[src/rtl/eist_pkg.sv]
package eist_pkg;

	localparam int SLOTS_DEF = 8;

	localparam logic [7:0] PIN_FIRST = 8'd100;
	localparam logic [7:0] PIN_LAST  = 8'd115;

	localparam logic [1:0] OP_SAMPLE = 2'd0;
	localparam logic [1:0] OP_ATTACH = 2'd1;
	localparam logic [1:0] OP_DETACH = 2'd2;

	localparam logic [1:0] MODE_RISE = 2'd0;
	localparam logic [1:0] MODE_FALL = 2'd1;
	localparam logic [1:0] MODE_ANY  = 2'd2;

	localparam logic [1:0] STATUS_OK      = 2'd0;
	localparam logic [1:0] STATUS_FULL    = 2'd1;
	localparam logic [1:0] STATUS_MISSING = 2'd2;

	typedef struct packed {
		logic [1:0]  op;
		logic [7:0]  pin;
		logic [1:0]  edge_mode;
		logic        initial_level;
		logic [15:0] pin_levels;
	} req_t;

	typedef struct packed {
		logic [1:0] status;
		logic [2:0] slot_index;
		logic [7:0] fired_mask;
	} rsp_t;

	typedef struct packed {
		logic [7:0] pin;
		logic [1:0] mode;
		logic       level;
	} slot_entry_t;

endpackage

[src/rtl/edge_interrupt_slot_table_core.sv]
// channel   signals           transaction
// request   start, busy, req  accepted at a rising edge with start high and busy low
// response  done, rsp         valid for the single cycle that done is high
//
// A transaction walks the slot table in order, one slot per cycle through the
// entry RAM (one read port, one write port, registered read data).
// done is registered from the evaluation of the last slot and busy falls with
// it; a new transaction is accepted once busy is low. Attach and detach finish
// early at the slot they hit, with done registered from that slot's evaluation.
// arst_n clears the enable flags and the sequencer; the RAM is not cleared.
// The response cannot be stalled: done pulses once per transaction.
module edge_interrupt_slot_table_core
	import eist_pkg::*;
#(
	parameter int SLOTS = SLOTS_DEF
) (
	input  logic clk,
	input  logic arst_n,
	input  logic start,
	output logic busy,
	input  req_t req,
	output logic done,
	output rsp_t rsp
);

	localparam int IW = (SLOTS > 1) ? $clog2(SLOTS) : 1;
	localparam int CW = $clog2(SLOTS + 1);
	localparam int MW = $bits(slot_entry_t);

	localparam logic ST_IDLE = 1'b0;
	localparam logic ST_RUN  = 1'b1;

	logic              state_q;
	req_t              item_q;
	logic [CW-1:0]     cnt_q;
	logic              v_s1;
	logic [IW-1:0]     idx_s1;
	logic [MW-1:0]     rdata_s1;
	logic [SLOTS-1:0]  en_q;
	logic [7:0]        fired_q;
	logic              done_q;
	rsp_t              rsp_q;

	logic [MW-1:0] mem [SLOTS];

	slot_entry_t   ent;
	slot_entry_t   wd;
	logic          we;
	logic          re;
	logic          hit;
	logic          fire;
	logic          slot_en;
	logic          in_range;
	logic          now_lvl;
	logic [7:0]    off;
	logic          last;
	logic          finish;
	logic [IW+2:0] idx_ext;
	logic [7:0]    fire_bit;
	logic [1:0]    miss_status;

	assign busy = (state_q == ST_RUN);
	assign done = done_q;
	assign rsp  = rsp_q;

	assign ent      = slot_entry_t'(rdata_s1);
	assign slot_en  = en_q[idx_s1];
	assign in_range = (ent.pin >= PIN_FIRST) && (ent.pin <= PIN_LAST);
	assign off      = ent.pin - PIN_FIRST;
	assign now_lvl  = item_q.pin_levels[off[3:0]];
	assign idx_ext  = {3'b000, idx_s1};
	assign last     = (idx_s1 == IW'(SLOTS - 1));
	assign re       = busy && (cnt_q < CW'(SLOTS));

	always_comb begin
		we   = 1'b0;
		wd   = ent;
		hit  = 1'b0;
		fire = 1'b0;
		if (busy && v_s1) begin
			case (item_q.op)
				OP_SAMPLE: begin
					if (slot_en && in_range) begin
						case (ent.mode)
							MODE_RISE: fire = !ent.level && now_lvl;
							MODE_FALL: fire = ent.level && !now_lvl;
							MODE_ANY:  fire = ent.level != now_lvl;
							default:   fire = 1'b0;
						endcase
						we       = 1'b1;
						wd.level = now_lvl;
					end
				end
				OP_ATTACH: begin
					if (!slot_en) begin
						we  = 1'b1;
						wd  = '{pin: item_q.pin, mode: item_q.edge_mode,
							level: item_q.initial_level};
						hit = 1'b1;
					end
				end
				OP_DETACH: begin
					hit = slot_en && (ent.pin == item_q.pin);
				end
				default: ;
			endcase
		end
	end

	always_comb begin
		fire_bit = 8'h00;
		// slots past the eighth have no bit in the mask
		if (fire && (idx_ext[IW+2:3] == '0)) begin
			fire_bit[idx_ext[2:0]] = 1'b1;
		end
	end

	always_comb begin
		case (item_q.op)
			OP_ATTACH: miss_status = STATUS_FULL;
			OP_DETACH: miss_status = STATUS_MISSING;
			default:   miss_status = STATUS_OK;
		endcase
	end

	assign finish = busy && v_s1 && (hit || last);

	always_ff @(posedge clk) begin
		if (we) begin
			mem[idx_s1] <= MW'(wd);
		end
		if (re) begin
			rdata_s1 <= mem[cnt_q[IW-1:0]];
		end
	end

	always_ff @(posedge clk or negedge arst_n) begin
		if (!arst_n) begin
			state_q <= ST_IDLE;
			cnt_q   <= '0;
			v_s1    <= 1'b0;
			en_q    <= '0;
			done_q  <= 1'b0;
		end else begin
			done_q <= finish;
			case (state_q)
				ST_IDLE: begin
					v_s1 <= 1'b0;
					if (start) begin
						state_q <= ST_RUN;
						cnt_q   <= '0;
					end
				end
				ST_RUN: begin
					v_s1 <= re && !finish;
					if (re) begin
						cnt_q <= cnt_q + CW'(1);
					end
					if (hit) begin
						en_q[idx_s1] <= (item_q.op == OP_ATTACH);
					end
					if (finish) begin
						state_q <= ST_IDLE;
					end
				end
				default: state_q <= ST_IDLE;
			endcase
		end
	end

	always_ff @(posedge clk) begin
		if (!busy && start) begin
			item_q  <= req;
			fired_q <= 8'h00;
		end
		if (re) begin
			idx_s1 <= cnt_q[IW-1:0];
		end
		if (busy && v_s1) begin
			fired_q <= fired_q | fire_bit;
		end
		if (finish) begin
			rsp_q.status     <= hit ? STATUS_OK : miss_status;
			rsp_q.slot_index <= hit ? idx_ext[2:0] : 3'd0;
			rsp_q.fired_mask <= (item_q.op == OP_SAMPLE) ? (fired_q | fire_bit) : 8'h00;
		end
	end

	a_done_after_busy: assert property (@(posedge clk) disable iff (!arst_n)
		done |-> $past(busy) && !busy)
		else $error("done without a preceding busy transaction");

	a_mask_only_sample: assert property (@(posedge clk) disable iff (!arst_n)
		done && (item_q.op != OP_SAMPLE) |-> rsp.fired_mask == 8'h00)
		else $error("fired mask set outside a sample");

	a_full_means_full: assert property (@(posedge clk) disable iff (!arst_n)
		done && (rsp.status == STATUS_FULL) |-> &en_q)
		else $error("full reported with a free slot");

	a_one_read_in_flight: assert property (@(posedge clk) disable iff (!arst_n)
		!busy |=> !v_s1)
		else $error("slot evaluation outside a transaction");

endmodule
[config.mk]
export PLATFORM = sky130hd
export DESIGN_NAME = edge_interrupt_slot_table_core
export DESIGN_NICKNAME = d
export VERILOG_FILES = /design/src/rtl/eist_pkg.sv /design/src/rtl/edge_interrupt_slot_table_core.sv
export SDC_FILE = /design/constraint.sdc
export NUM_CORES = 1
export LEC_CHECK = 0
export ABC_AREA = 1
export BUFFER_PORTS_ARGS = -buffer_cell sky130_fd_sc_hd__clkbuf_2
export CAP_MARGIN = 25
export CORE_MARGIN = 1.5
export CORE_UTILIZATION = 45
export CTS_CLUSTER_SIZE = 40
export DETAILED_ROUTE_END_ITERATION = 10
export PLACE_DENSITY_LB_ADDON = 0.3
export SYNTH_ARGS = -nofsm -noshare
export SYNTH_HDL_FRONTEND = slang
export SYNTH_SLANG_ARGS = --single-unit
[constraint.sdc]
create_clock -name clk -period 5.1 [get_ports clk]
set_clock_uncertainty 0.1 [all_clocks]
set_input_delay 0 -clock clk [delete_from_list [all_inputs] [get_ports clk]]
set_output_delay 0 -clock clk [all_outputs]
set_load 0.05 [all_outputs]
Word-level counts from Yosys, hierarchy flattened
Memories as Yosys holds them, arrays and structs flattened. A register that Yosys moved wholly into a read port is not among the register bits.
Cells that the tools add are included.
{ "classes": {"eq_ne": 9, "bitwise_logic": 2, "mux": 35, "addsub": 2, "reduce_logical": 21, "n_lt_le_gt_ge": 6} }
{ "op_table": {"columns": ["operator", "count"], "rows": [
  ["$mux W8", 3],
  ["$mux W11", 2],
  ["$mux W1", 15],
  ["$logic_and A1 B1 Y1", 11],
  ["$mux W10", 1],
  ["$pmux W1 S2", 5],
  ["$bwmux W8", 1],
  ["$eq A8 B8 Y1", 1],
  ["$ge A8 B7 Y1 const B", 1],
  ["$le A8 B7 Y1 const B", 1],
  ["$mux W4", 2],
  ["$or A8 B8 Y8", 1],
  ["$pmux W4 S2", 1],
  ["$lt A4 B5 Y1 const B", 1],
  ["$add A4 B1 Y4 const B", 1],
  ["$bmux W1 S4", 1],
  ["$eq A2 B1 Y1 const B", 2],
  ["$eq A2 B2 Y1 const B", 2],
  ["$logic_not A1 Y1", 4],
  ["$logic_not A2 Y1", 2],
  ["$lt A3 B4 Y1 const B", 1],
  ["$lt A4 B4 Y1 const B", 1],
  ["$pmux W2 S2", 1],
  ["$reduce_and A2 Y1", 2],
  ["12 further kinds", 12]
]} }
{ "totals": {"output_inout_bits": 15, "reg_bits": 68, "memories": 1, "word_cells": 91, "in_bits": 32, "ramBits": 88} }
{ "memory_table": {"columns": ["memory", "words", "width", "rd", "rd_clocked_by_memory_dff", "wr", "line_no", "source"], "rows": [
  ["mem", 8, 11, 1, 1, 1, "edge_interrupt_slot_table_core.sv:44", "logic [MW-1:0] mem [SLOTS];"]
]} }

Longest topological paths before layout
{ "logic_depth": {"depth_word": 12, "mapped_depth": 18, "depth_no_buf": 17} }

Worst setup path before layout
Ideal clock, no wire load.
{ "synth_timing": {"kind": "reg-to-reg", "from": "register rdata_s1[5], in the netlist ent[5] (read register of mem)", "to": "memory mem[1][0] (netlist name), enable pin", "period_less_slack_ns": 2.319, "path_buffers": 0, "setup_time_ns": 0.378, "arrival_ns": 1.840, "path_stages_with_launch": 13, "setup_slack_ns": 2.781, "path_cell_list": "edfxtp_1 -> inv_1 -> ha_1 -> nor2_1 -> nand2_1 -> nand3_1 -> nor2_1 -> nand2_1 -> inv_2 -> nand2_1 -> nand2_1 -> inv_1 -> nor2_1"} }
{ "synth_via": {"elab_chain_cells": 8, "word_cells_on_any_way": 9, "cone_classes": "order compare (2); mux (5); reduce/logical (2)"} }
{ "synth_lines": {"columns": ["element", "line_no", "source"], "rows": [
  ["start, declared", "edge_interrupt_slot_table_core.sv:38", "logic [MW-1:0] rdata_s1;"],
  ["$ge A8 B7 Y1 / $le A8 B7 Y1 (equally long branches)", "edge_interrupt_slot_table_core.sv:68", "assign in_range = (ent.pin >= PIN_FIRST) && (ent.pin <= PIN_LAST);"],
  ["$logic_and A1 B1 Y1 *", "edge_interrupt_slot_table_core.sv:68", null],
  ["$logic_and A1 B1 Y1 *", "edge_interrupt_slot_table_core.sv:83", "if (slot_en && in_range) begin"],
  ["$mux W1 *", "edge_interrupt_slot_table_core.sv:83", null],
  ["$pmux W1 S2 *", "edge_interrupt_slot_table_core.sv:81", "case (item_q.op)"],
  ["$mux W1 *", "edge_interrupt_slot_table_core.sv:80", "if (busy && v_s1) begin"],
  ["$mux W1 *", "edge_interrupt_slot_table_core.sv:129", "if (we) begin"],
  ["$mux W1 (implied by the code) *", "edge_interrupt_slot_table_core.sv:130", "mem[idx_s1] <= MW'(wd);"],
  ["end, declared", "edge_interrupt_slot_table_core.sv:44", null]
]} }
Every way passes the cells marked *; elsewhere a longest branch is shown, timed or not.

Final worst setup path
{ "layout_timing": {"from": "register idx_s1[0]", "to": "memory mem[7][4] (netlist name), enable pin"} }
{ "layout_via": {"elab_chain_cells": 8, "word_cells_on_any_way": 9, "cone_classes": "mux (8); reduce/logical (1)"} }
{ "layout_lines": {"columns": ["element", "line_no", "source"], "rows": [
  ["start, declared", "edge_interrupt_slot_table_core.sv:37", "logic [IW-1:0] idx_s1;"],
  ["start signal, assigned", "edge_interrupt_slot_table_core.sv:177", "idx_s1 <= cnt_q[IW-1:0];"],
  ["$bmux W1 S3", "edge_interrupt_slot_table_core.sv:67", "assign slot_en = en_q[idx_s1];"],
  ["$mux W1 (implied by the code)", "edge_interrupt_slot_table_core.sv:67", null],
  ["$logic_and A1 B1 Y1", "edge_interrupt_slot_table_core.sv:83", null],
  ["$mux W1", "edge_interrupt_slot_table_core.sv:83", null],
  ["$pmux W1 S2", "edge_interrupt_slot_table_core.sv:81", null],
  ["$mux W1", "edge_interrupt_slot_table_core.sv:80", null],
  ["$mux W1", "edge_interrupt_slot_table_core.sv:129", null],
  ["$mux W1 (implied by the code)", "edge_interrupt_slot_table_core.sv:130", null]
]} }
Several ways; a longest one is shown, not always the timed one. The select of a mux whose other input is x is not followed.

==> impl_metrics.json <==
{
  "path_common_cell": "nand2_1",
  "worstMarginPinSlew_ns": 0.957,
  "cts_resized": 0,
  "num_antenna_cells": 0,
  "r2r-start": "idx_s1[0]$_DFFE_PP_",
  "grt_max_degree": 47,
  "cp_slowest_stage_delay_ns": 0.77,
  "drtAntennaViolNets": 0,
  "rows": 45,
  "status": "completed",
  "clock_latency_ns": 0.43,
  "placed_area_mm2": 0.00751,
  "max_cap_violations": 0,
  "synth_top_family_by_area": "simple AND/OR/NAND/NOR gates",
  "synth-compound-area-share": 0.0733,
  "cp_slowest_cell": "nor2_1",
  "io_pins": 47,
  "synth_cells": 633,
  "detailed_place_hpwl_um": 10700,
  "drt_iter0_markers": 515,
  "synth.mux.area_fraction": 0,
  "io_buffers": 46,
  "cts_num_sinks": 167,
  "startpoint_type": "register",
  "fill_cells": 1259,
  "fp.dieH_um": 128,
  "placed_cells": 874,
  "tritoncts": "yes",
  "fmax_mhz": 307,
  "hold_viol": 0,
  "h-tree-depth": 4,
  "max_slew_margin": 0.360,
  "path_clk_slew_ns": 0.07,
  "multi_input_area_mm2": 0.00181,
  "placement.setup.worst_slack_ns": 1.88,
  "path_cells": "inv_8 -> nand2_1 -> nand2_1 -> nand2_1 -> nand2_1 -> nand2_1 -> nand2_2 -> inv_1 -> nand3_1 -> nand2_1 -> inv_1 -> nor2_1",
  "hp-class": "input port to register",
  "grt_pass1_vias": 4659,
  "crit_required_ns": 5.06,
  "syn_area_per_cell_um2": 11.2,
  "initial_core_util": 0.463,
  "power_density_mw_per_mm2": 331,
  "period_minus_slack_ns": 3.26,
  "synth_area_mm2": 0.00707,
  "regToRegEndpoint": "mem[7][4]$_DFFE_PP_",
  "die-area_mm2": 0.0165,
  "drc": 0,
  "synth_simple_gate_area_share": 0.163,
  "reg2reg_slack_ns": 1.84,
  "drive_gt1_frac": 0.139,
  "synthAdderAreaFrac": 0.0159,
  "maxSlewViolCount": 0,
  "cts_buffer_depth": 2,
  "yosysWarningCount": 0,
  "synthXorXnorAreaFrac": 0.00372,
  "path_buf_inv": 3,
  "cts_root_buf": "clkbuf_16",
  "track_usage": 0.208,
  "fin_crit_sh": 0.639,
  "peakVddDrop_uv": 277,
  "path_class": "register to register",
  "grt_overflow_total": 0,
  "path_max_fanout": 21,
  "coreArea_mm2": 0.0153,
  "via_per_inst": 5.26,
  "synthesis.nets": 674,
  "drt-wirelength-per-cell_um": 17.4,
  "holdPathEnd": "item_q[22]$_DFFE_PP_",
  "fin_tns_setup_ns": 0,
  "cp_top_family": "simple AND/OR/NAND/NOR gates",
  "final_core_util": 0.554,
  "hp-start": "req[22]",
  "hold_depth": 2,
  "drt-total-wl_um": 16300,
  "synth_seq_cells": 167,
  "setup_violations": 0,
  "seqCellArea_mm2": 0.00494,
  "cts_buffers": 17,
  "crit_arrival_ns": 3.21,
  "ys_seq_area_frac": 0.699,
  "dr.pass1.iters": 5,
  "area_delta_synth_final_pct": 19.5,
  "via_count": 4940,
  "final_cell_count_no_fill": 939,
  "endpoint_kind": "register",
  "design_area_mm2": 0.00845,
  "fp.dieW_um": 128,
  "nNetsFinal": 757,
  "worst_slack_ns": 1.84,
  "worst_r2r_path_depth": 12,
  "rsz0062_at_grt": "false",
  "synth_cell_types": 30,
  "gp_congestion": 0.937,
  "grt_pass1_wl_um": 25000,
  "p_leak_nw": 3.14,
  "antenna_found_initial": 0
}
==> cell usage in the layout, fill, tap and decap left out, drive strengths merged <==
cell type      n
edfxtp       152
nor2         148
nand2        106
o21ai         63
clkbuf        63
inv           58
dlygate4sd3   32
nand3         17
dfrtp         15
o22ai         13
a31oi         12
buf           11
nand4          9
ha             9
a21oi          6
clkinv         5
xnor2          3
bufinv         2
nand3b         1
o211ai         1
or2            1
o41ai          1
==> Yosys cell counts <==
cell | count | area [µm²]
buf_2 | 7 | 35.0
inv_8 | 1 | 11.3
nand3_4 | 1 | 17.5
inv_2 | 1 | 3.75
buf_6 | 2 | 22.5
nand4_1 | 9 | 56.3
o41ai_1 | 1 | 8.76
ha_1 | 9 | 113
o21ai_0 | 62 | 310
o211ai_1 | 1 | 7.51
clkbuf_1 | 12 | 45.0
nand3_1 | 16 | 80.1
inv_1 | 48 | 180
nor2_1 | 143 | 537
o22ai_1 | 13 | 81.3
nand2_1 | 102 | 383
buf_1 | 3 | 11.3
xnor2_1 | 3 | 26.3
a31oi_1 | 12 | 75.1
a21oi_1 | 6 | 30.0
edfxtp_1 | 152 | 4560
o21ai_1 | 1 | 5.00
buf_4 | 1 | 7.51
clkinv_1 | 1 | 3.75
nand2_4 | 2 | 22.5
nand2_2 | 2 | 12.5
dfrtp_1 | 15 | 375
nand3b_1 | 1 | 7.51
nor2_2 | 5 | 31.3
or2_2 | 1 | 6.26
==> state kept, by name, indices dropped and copies added (netlist names) <==
signal	cells
idx_s1	3
mem	88
cnt_q	4
item_q	29
fired_q	8
busy	1
ent	11
rsp	13
en_q	8
done	1
v_s1	1
==> area by class of cell <==
type / count / area share
Sequential cell: 167 / 0.584
Multi-Input combinational cell: 390 / 0.214
Timing Repair Buffer: 89 / 0.0773
Clock buffer: 17 / 0.0503
Tap cell: 211 / 0.0312
Inverter: 51 / 0.0235
Clock inverter: 14 / 0.0189
==> where the power goes <==
group / switching [W] / internal [W] / leakage [nW] / total (W)
Combinational: 0.00000976 / 0.0000241 / 1.49 / 0.0000339
Clock: 0.000553 / 0.000732 / 0.292 / 0.00128
Sequential: 0 / 0.00148 / 1.36 / 0.00148
Total: 0.000563 / 0.00223 / 3.14 / 0.00279
==> worst max-delay path by stage <==
stage | cells past startpoint | end | startpoint | slack, ns
after floorplan | 12 | mem[1][0]$_DFFE_PP_ | ent[5]$_DFFE_PP_ | 2.78
after global placement | 12 | mem[6][3]$_DFFE_PP_ | idx_s1[0]$_DFFE_PP_ | 2.02
after detailed placement | 12 | mem[4][3]$_DFFE_PP_ | idx_s1[0]$_DFFE_PP_ | 1.88
after CTS | 12 | mem[4][7]$_DFFE_PP_ | idx_s1[0]$_DFFE_PP_ | 1.88
after global routing | 12 | mem[4][2]$_DFFE_PP_ | idx_s1[0]$_DFFE_PP_ | 1.50
final | 12 | mem[7][4]$_DFFE_PP_ | idx_s1[0]$_DFFE_PP_ | 1.84
==> per-layer routing <==
metal,vias up,routed length (µm),global-route usage
li1,2330,-,-
met1,2352,6950,0.277
met2,235,7730,0.330
met3,23,1340,0.0553
met4,0,305,0.0806
met5,-,0,0
==> cells by family after synthesis <==
group | count (synthesis)
simple gates | 282
flops | 167
compound gates | 96
buf+inv | 76
fa+ha+maj | 9
xor+xnor | 3
==> through the flow <==
stage	total power, W	hold WS [ns]
2_1_floorplan	0.00150	-0.396
5_1_grt	0.00286	0.172
3_3_place_gp	0.00152	-0.162
3_5_place_dp	0.00152	-0.153
4_1_cts	0.00280	0.163
6_report	0.00279	0.174
==> timing repair <==
action / 4_1_cts / 5_1_grt
setup buffers: 0 / 0
hold endpoints to repair: 49 / 0
hold buffers: 32 / 0
No activity file was read; power rests on OpenSTA's default activity.
